--- config.mk ---
export PLATFORM = sky130hd
export DESIGN_NAME = counted_sorted_queue
export DESIGN_NICKNAME = d
export VERILOG_FILES = /design/src/design/csq_pkg.sv /design/src/design/csq_cell.sv /design/src/design/counted_sorted_queue.sv
export SDC_FILE = /design/constraint.sdc
export NUM_CORES = 2
export LEC_CHECK = 0
export ABC_AREA = 1
export BUFFER_PORTS_ARGS = -buffer_cell sky130_fd_sc_hd__buf_2
export CORE_MARGIN = 1.5
export CORE_UTILIZATION = 40
export DETAILED_ROUTE_END_ITERATION = 8
export GPL_TIMING_DRIVEN = 0
export SETUP_SLACK_MARGIN = 0.05
export SYNTH_ARGS = -nofsm -noshare
export SYNTH_HDL_FRONTEND = slang
export SYNTH_SLANG_ARGS = --single-unit
--- constraint.sdc ---
create_clock -name clk -period 5.8 [get_ports clk]
set_input_delay 0.29 -clock clk [delete_from_list [all_inputs] [get_ports clk]]
set_output_delay 0.29 -clock clk [all_outputs]
set_load 0.1 [all_outputs]
--- src/design/csq_pkg.sv ---
// shared constants, types and codes for the counted sorted queue
// no dependencies; used by csq_cell and counted_sorted_queue
package csq_pkg;

    localparam int ENTRIES    = 16;
    localparam int KEY_BITS   = 64;
    localparam int COUNT_BITS = 16;
    localparam int USED_W     = $clog2(ENTRIES + 1);

    localparam logic [COUNT_BITS-1:0] COUNT_MAX = '1;

    typedef enum logic [2:0] {
        STATUS_NEW     = 3'd0,
        STATUS_INC     = 3'd1,
        STATUS_DEC     = 3'd2,
        STATUS_REMOVED = 3'd3,
        STATUS_EMPTY   = 3'd4,
        STATUS_FULL    = 3'd5,
        STATUS_SAT     = 3'd6
    } status_t;

    typedef enum logic [0:0] {
        OP_INSERT = 1'b0,
        OP_SERVE  = 1'b1
    } op_t;

    typedef enum logic [1:0] {
        S_IDLE,
        S_CMP,
        S_UPD
    } state_t;

    typedef struct packed {
        logic                  valid;
        logic [KEY_BITS-1:0]   key;
        logic [COUNT_BITS-1:0] count;
    } entry_t;

    // per-cell command, one pulse per phase
    typedef struct packed {
        logic cmp;   // compare broadcast key against held entry
        logic inc;   // matching cell bumps its count
        logic ins;   // open a slot and place the broadcast key
        logic dec;   // head cell lowers its count
        logic pop;   // every cell takes its right neighbor
    } cell_cmd_t;

endpackage

--- src/design/csq_cell.sv ---
// one cell of the sorted chain: holds one entry and its compare flags
// depends on csq_pkg
module csq_cell (
    input  logic                            clk,
    input  logic                            rst_n,
    input  csq_pkg::cell_cmd_t              cmd,
    input  logic [csq_pkg::KEY_BITS-1:0]    key_in,
    input  csq_pkg::entry_t                 left_ent,
    input  logic                            left_lt,
    input  csq_pkg::entry_t                 right_ent,
    output csq_pkg::entry_t                 ent,
    output logic                            lt,
    output logic                            eq
);

    logic                               valid_reg, valid_next;
    logic [csq_pkg::KEY_BITS-1:0]       key_reg, key_next;
    logic [csq_pkg::COUNT_BITS-1:0]     count_reg, count_next;
    logic                               lt_reg, lt_next;
    logic                               eq_reg, eq_next;

    always_comb
    begin
        valid_next = valid_reg;
        key_next   = key_reg;
        count_next = count_reg;
        lt_next    = lt_reg;
        eq_next    = eq_reg;
        if (cmd.cmp)
        begin
            // an empty cell counts as holding a larger key
            lt_next = !valid_reg || (key_in < key_reg);
            eq_next = valid_reg && (key_in == key_reg);
        end
        if (cmd.inc && eq_reg)
        begin
            if (count_reg != csq_pkg::COUNT_MAX)
                count_next = count_reg + csq_pkg::COUNT_BITS'(1);
        end
        if (cmd.ins && lt_reg)
        begin
            if (left_lt)
            begin
                valid_next = left_ent.valid;
                key_next   = left_ent.key;
                count_next = left_ent.count;
            end
            else
            begin
                valid_next = 1'b1;
                key_next   = key_in;
                count_next = csq_pkg::COUNT_BITS'(1);
            end
        end
        if (cmd.dec)
            count_next = count_reg - csq_pkg::COUNT_BITS'(1);
        if (cmd.pop)
        begin
            valid_next = right_ent.valid;
            key_next   = right_ent.key;
            count_next = right_ent.count;
        end
    end

    always_ff @(posedge clk or negedge rst_n)
    begin
        if (!rst_n)
        begin
            valid_reg <= 1'b0;
            lt_reg    <= 1'b0;
            eq_reg    <= 1'b0;
        end
        else
        begin
            valid_reg <= valid_next;
            lt_reg    <= lt_next;
            eq_reg    <= eq_next;
        end
    end

    always_ff @(posedge clk)
    begin
        key_reg   <= key_next;
        count_reg <= count_next;
    end

    assign ent.valid = valid_reg;
    assign ent.key   = key_reg;
    assign ent.count = count_reg;
    assign lt        = lt_reg;
    assign eq        = eq_reg;

endmodule

--- src/design/counted_sorted_queue.sv ---
// top level of the counted sorted queue: control, result register, cell chain
// depends on csq_pkg and csq_cell
//
//  channel | signals                                   | role
//  --------+-------------------------------------------+-------------------------
//  in      | in_valid, in_ready, opcode, key           | insert key or serve min
//  out     | out_valid, out_ready, status, result_key, | one result item per
//          | result_count, entries_used                | input item
//
// an item passes through the accepting idle state, a compare state in which every cell
// tests the broadcast key, and an update state that shifts the chain and loads the
// result register; out_valid rises once the update state goes ahead
// reset clears valid bits, fill count, control state and the output valid flag
// a result waiting on out_ready holds the update phase; input is taken only
// when the control is idle, while an earlier result may still be waiting
module counted_sorted_queue (
    input  logic                             clk,
    input  logic                             rst_n,
    input  logic                             in_valid,
    output logic                             in_ready,
    input  logic                             opcode,
    input  logic [csq_pkg::KEY_BITS-1:0]     key,
    output logic                             out_valid,
    input  logic                             out_ready,
    output logic [2:0]                       status,
    output logic [csq_pkg::KEY_BITS-1:0]     result_key,
    output logic [csq_pkg::COUNT_BITS-1:0]   result_count,
    output logic [csq_pkg::USED_W-1:0]       entries_used
);

    csq_pkg::state_t                  state_reg, state_next;

    // captured item
    logic                             op_reg;
    logic [csq_pkg::KEY_BITS-1:0]     key_reg;

    // distinct keys held
    logic [csq_pkg::USED_W-1:0]       used_reg, used_next;

    // result register
    logic                             out_valid_reg;
    csq_pkg::status_t                 status_reg, status_next;
    logic [csq_pkg::KEY_BITS-1:0]     rkey_reg, rkey_next;
    logic [csq_pkg::COUNT_BITS-1:0]   rcount_reg, rcount_next;
    logic [csq_pkg::USED_W-1:0]       rused_reg;

    // cell chain
    csq_pkg::entry_t                  ent [csq_pkg::ENTRIES];
    logic                             lt  [csq_pkg::ENTRIES];
    logic                             eq  [csq_pkg::ENTRIES];
    csq_pkg::cell_cmd_t               cmd_head, cmd_body;

    logic                             accept;
    logic                             upd_go;
    logic                             any_eq;
    logic [csq_pkg::COUNT_BITS-1:0]   hit_count;
    logic                             full;
    logic                             empty;
    logic                             head_last;

    assign accept    = in_valid && in_ready;
    assign upd_go    = (state_reg == csq_pkg::S_UPD) && (!out_valid_reg || out_ready);
    assign full      = (used_reg == csq_pkg::USED_W'(csq_pkg::ENTRIES));
    assign empty     = (used_reg == '0);
    assign head_last = (ent[0].count == csq_pkg::COUNT_BITS'(1));

    // matching cell is one-hot, so an or over masked counts picks it out
    always_comb
    begin
        any_eq    = 1'b0;
        hit_count = '0;
        for (int i = 0; i < csq_pkg::ENTRIES; i++)
        begin
            any_eq    = any_eq | eq[i];
            hit_count = hit_count | (eq[i] ? ent[i].count : '0);
        end
    end

    // next state
    always_comb
    begin
        state_next = state_reg;
        unique case (state_reg)
            csq_pkg::S_IDLE: if (accept) state_next = csq_pkg::S_CMP;
            csq_pkg::S_CMP:  state_next = csq_pkg::S_UPD;
            csq_pkg::S_UPD:  if (upd_go) state_next = csq_pkg::S_IDLE;
            default:         state_next = csq_pkg::S_IDLE;
        endcase
    end

    // phase outputs
    always_comb
    begin
        in_ready = 1'b0;
        cmd_body = '0;
        unique case (state_reg)
            csq_pkg::S_IDLE: in_ready = 1'b1;
            csq_pkg::S_CMP:  cmd_body.cmp = (op_reg == csq_pkg::OP_INSERT);
            csq_pkg::S_UPD:
            begin
                if (upd_go)
                begin
                    if (op_reg == csq_pkg::OP_INSERT)
                    begin
                        cmd_body.inc = any_eq;
                        cmd_body.ins = !any_eq && !full;
                    end
                    else
                    begin
                        cmd_body.pop = !empty && head_last;
                    end
                end
            end
            default: in_ready = 1'b0;
        endcase
    end

    // only the head cell decrements
    always_comb
    begin
        cmd_head     = cmd_body;
        cmd_head.dec = upd_go && (op_reg == csq_pkg::OP_SERVE) && !empty && !head_last;
    end

    // result and fill count
    always_comb
    begin
        used_next   = used_reg;
        status_next = csq_pkg::STATUS_EMPTY;
        rkey_next   = key_reg;
        rcount_next = '0;
        if (op_reg == csq_pkg::OP_INSERT)
        begin
            if (any_eq)
            begin
                if (hit_count == csq_pkg::COUNT_MAX)
                begin
                    status_next = csq_pkg::STATUS_SAT;
                    rcount_next = csq_pkg::COUNT_MAX;
                end
                else
                begin
                    status_next = csq_pkg::STATUS_INC;
                    rcount_next = hit_count + csq_pkg::COUNT_BITS'(1);
                end
            end
            else if (full)
            begin
                status_next = csq_pkg::STATUS_FULL;
            end
            else
            begin
                status_next = csq_pkg::STATUS_NEW;
                rcount_next = csq_pkg::COUNT_BITS'(1);
                used_next   = used_reg + csq_pkg::USED_W'(1);
            end
        end
        else
        begin
            if (empty)
            begin
                status_next = csq_pkg::STATUS_EMPTY;
                rkey_next   = '0;
            end
            else if (head_last)
            begin
                status_next = csq_pkg::STATUS_REMOVED;
                rkey_next   = ent[0].key;
                used_next   = used_reg - csq_pkg::USED_W'(1);
            end
            else
            begin
                status_next = csq_pkg::STATUS_DEC;
                rkey_next   = ent[0].key;
                rcount_next = ent[0].count - csq_pkg::COUNT_BITS'(1);
            end
        end
    end

    always_ff @(posedge clk or negedge rst_n)
    begin
        if (!rst_n)
        begin
            state_reg     <= csq_pkg::S_IDLE;
            used_reg      <= '0;
            out_valid_reg <= 1'b0;
        end
        else
        begin
            state_reg <= state_next;
            if (upd_go)
            begin
                used_reg      <= used_next;
                out_valid_reg <= 1'b1;
            end
            else if (out_ready)
            begin
                out_valid_reg <= 1'b0;
            end
        end
    end

    always_ff @(posedge clk)
    begin
        if (accept)
        begin
            op_reg  <= opcode;
            key_reg <= key;
        end
        if (upd_go)
        begin
            status_reg <= status_next;
            rkey_reg   <= rkey_next;
            rcount_reg <= rcount_next;
            rused_reg  <= used_next;
        end
    end

    // chain of cells, ascending keys from cell 0
    for (genvar i = 0; i < csq_pkg::ENTRIES; i++)
    begin : g_cell
        csq_pkg::entry_t left_ent, right_ent;
        logic            left_lt;
        if (i == 0)
        begin : g_first
            assign left_ent = '0;
            assign left_lt  = 1'b0;
        end
        else
        begin : g_inner
            assign left_ent = ent[i-1];
            assign left_lt  = lt[i-1];
        end
        if (i == csq_pkg::ENTRIES - 1)
        begin : g_last
            assign right_ent = '0;
        end
        else
        begin : g_mid
            assign right_ent = ent[i+1];
        end

        csq_cell u_cell (
            .clk       (clk),
            .rst_n     (rst_n),
            .cmd       ((i == 0) ? cmd_head : cmd_body),
            .key_in    (key_reg),
            .left_ent  (left_ent),
            .left_lt   (left_lt),
            .right_ent (right_ent),
            .ent       (ent[i]),
            .lt        (lt[i]),
            .eq        (eq[i])
        );
    end

    assign out_valid    = out_valid_reg;
    assign status       = status_reg;
    assign result_key   = rkey_reg;
    assign result_count = rcount_reg;
    assign entries_used = rused_reg;

endmodule
==> flow_summary.yaml <==
power:
  p_leak_nw: 52.39
  p_total_mw: 46.00
  ir_worst_vdd_mv: 0.3833
  p_per_area_mw_per_mm2: 390.1
clock_network:
  cts_tree: "built"
  cts.clk_slew.worst_paths_ps: 60
  clock_latency_ps: 900
  post_cts_resized: 0
  clock-sinks: 1489
  htree_levels: 4
  numCtsBuffers: 186
  clk_path_buf_depth: 3
  cts_root_buffer: "clkbuf_16"
worst_setup_path:
  critPathLaunch: "used_reg[0]$_DFFE_PN0P_"
  ff2ff_path_depth: 11
  critPathMaxStageDelay_ps: 780
  path_delay_family: "simple AND/OR/NAND/NOR gates"
  crit_path_end_kind: "flip-flop"
  path_cells: "inv_1, ha_1, nand4_1, nand2_1, nor2_1, nand3_2, buf_2, buf_2, nand2_4, inv_1, nand2_1"
  reg2reg_from: "used_reg[0]$_DFFE_PN0P_"
  path_depth: 11
  crit_buf_inv: 4
  worstSetupStartpointType: "flip-flop"
  r2r_setup_slack_ps: 750
  slowest_stage: "buf_2"
  crit_path_end: "g_cell[2].u_cell.count_reg[1]$_DFFE_PP_"
  r2r-end: "g_cell[2].u_cell.count_reg[1]$_DFFE_PP_"
  critPathMaxFanout: 26
  crit_arrival_ps: 5500
  path_class: "flip-flop to flip-flop"
  cp.required_ps: 6260
synth:
  syn_inst: 12750
  synth-seq-cells: 1489
  synth_top_area_share: 0.3876
  synth_fp_nets: 13870
  yosysTopAreaCell: "edfxtp_1"
  ys_types: 54
  netlist_area_mm2: 0.1048
  seq_area_frac_synth: 0.4163
  synth-edff-count: 1353
  avgSynthCellArea_um2: 8.218
  ys_top_cells_by_area: "edfxtp_1, ha_1, nand2_1"
  synth_async_sr_flop_share: 0.03761
  synth_flop_cell: "edfxtp_1"
  ys_warn_count: 0
drt:
  first_pass_iters: 9
  ant_nets: 0
  highest_layer: "met5"
  wl_met1_mm: 188.9
  wire_per_inst_um: 27.76
  drc_errors: 0
  wl_met3_mm: 61.49
  dr_wl_met2_mm: 193.0
  vias: 99670
  drt_iter0_drc: 14380
  drt-total-wl_mm: 468.9
  via_per_inst: 5.899
grt:
  antenna_found_initial: 35
  grt_use_total: 0.3431
  grt_max_degree: 70
  grt_first_pass_wirelength_mm: 654.3
  grt_overflow: 0
  grt_pass1_vias: 91610
cells_and_area:
  fill_cells: 26360
  nets: 14320
  drive_gt1_frac: 0.06025
  largest_reg_flops: 1024
  area_growth_pct: 12.51
place:
  numPortBuffers: 158
  dp_hpwl_mm: 364.8
  place_congestion: 1.027
worst_hold_path:
  hold_class: "input port to flip-flop"
die:
  coreArea_mm2: 0.2602
  die_h_um: 514.9
  io_pins: 159
  die-area_mm2: 0.2651
  rows: 187
  die_w_um: 514.9
  initial_core_util: 0.4028
sta:
  rsz0062_at_grt: "no"
  finalCriticalPeriod_ps: 5045
  fin_crit_sh: 0.8699
  clock_skew_ps: 51.60
  slew_headroom: -0.03312
  final.setup.tns_ps: 0
  report.final.slew_viol_count: 44
  final-hold-violation-count: 0
  setup_violations: 0
  worst_pin_slew_ps: 1550
  fmax_mhz: 198.2
outcome:
  outcome: "finished with violations"
  violations: "capacitance limit, slew limit"
job:
  drv_cap: 4
-- worst min path at each step --
stage,from,to,slack (ps),depth (start not counted)
floorplan,rst_n,g_cell[0].u_cell.eq$_DFFE_PN0P_,-6,0
detailed placement,rst_n,state_reg[0]$_DFFE_PN0P_,340,2
CTS,key[52],key_reg[52]$_DFFE_PP_,60,2
finish,key[11],key_reg[11]$_DFFE_PP_,100,2
global route,key[52],key_reg[52]$_DFFE_PP_,100,2
global placement,key[20],key_reg[20]$_DFFE_PP_,470,1
-- layout make-up --
| cell class | instances | area (µm²) | area share |
|---|---|---|---|
| multi-input combinational | 8763 | 51540 | 0.4371 |
| clock buffer | 250 | 5159 | 0.04375 |
| antenna | 36 | 90.09 | 0.0007639 |
| sequential | 1489 | 43630 | 0.3700 |
| inverter | 1810 | 6799 | 0.05765 |
| tap | 3496 | 4374 | 0.03709 |
| clock inverter | 94 | 992.2 | 0.008414 |
| buffer | 691 | 3042 | 0.02579 |
| timing repair buffer | 265 | 2297 | 0.01948 |
-- placed cells by master, fill, tap and decap left out, types with 80 or more instances in the layout --
| cell | instances |
|---|---|
| nand2_1 | 2724 |
| nor3_1 | 95 |
| o22ai_1 | 257 |
| nor2_1 | 764 |
| a21oi_1 | 672 |
| o21ai_1 | 80 |
| o21ai_0 | 1087 |
| inv_1 | 1793 |
| buf_2 | 331 |
| xor2_1 | 159 |
| nand4_1 | 176 |
| ha_1 | 1045 |
| nand3_1 | 532 |
| clkbuf_1 | 428 |
| o211ai_1 | 772 |
| clkbuf_16 | 189 |
| edfxtp_1 | 1353 |
| dfxtp_1 | 80 |
-- Yosys cell counts (18+ instances only) --
master and number:
o211ai_1 772, o21ai_0 1089, buf_2 172, o21bai_1 75, nand2_1 2738, o21ai_1 80, a31oi_1 79, edfxtp_1 1353
dfrtp_1 56, xnor2_1 38, nand3_1 532, nand4_1 176, inv_1 1793, nand3b_1 22, ha_1 1045, xor2_1 159
a21oi_1 672, clkbuf_1 413, buf_1 60, buf_4 38, dfxtp_1 80, nor4_1 38, nor3_1 96, nor2_1 765
o22ai_1 257, a22oi_1 18
-- kinds of logic (layout without fill, tap and decap cells) --
family,count (synthesis),in the layout,synth area share
and+or+nand+nor,4423,4423,0.1749
AOI/OAI and AO/OA,3098,3098,0.1741
buffers and inverters,2501,3110,0.09353
DFF,1489,1489,0.4163
adders and majority gates,1045,1045,0.1248
xor gates and xnor gates,197,197,0.01646
other,0,36,0
-- report_power, final --
part	switching [mW]	internal [mW]
combinational	13.0	5.03
sequential	1.35	14.4
clock	5.24	6.96
total	19.6	26.4
-- per-layer routing --
layer / GRT usage / vias up
met5: 0 / -
met4: 0.1678 / 12
met3: 0.09531 / 974
met2: 0.4962 / 6230
met1: 0.4683 / 47450
li1: - / 45000
-- timing repair --
item	4_1_cts	5_1_grt
hold endpoints to repair	139	0
hold buffers	69	0
buffers inserted	0	0
-- per-stage QoR --
| stage | cell area, µm² | hold WS, ps | instances | util | worst slack, ps |
|---|---|---|---|---|---|
| finish | 117900 | 103.8 | 16890 | 0.4532 | 754.5 |
| global route | 117900 | 99.11 | 16870 | 0.4530 | 702.2 |
| CTS | 117800 | 61.57 | 16860 | 0.4529 | 847.2 |
| detailed placement | 111000 | 335.3 | 16450 | 0.4266 | 875.4 |
| global placement | 110000 | 467.0 | 16410 | 0.4227 | -2365 |
| floorplan | 104800 | -5.591 | 12750 | - | 1514 |
(Power assumes the default switching activity.)
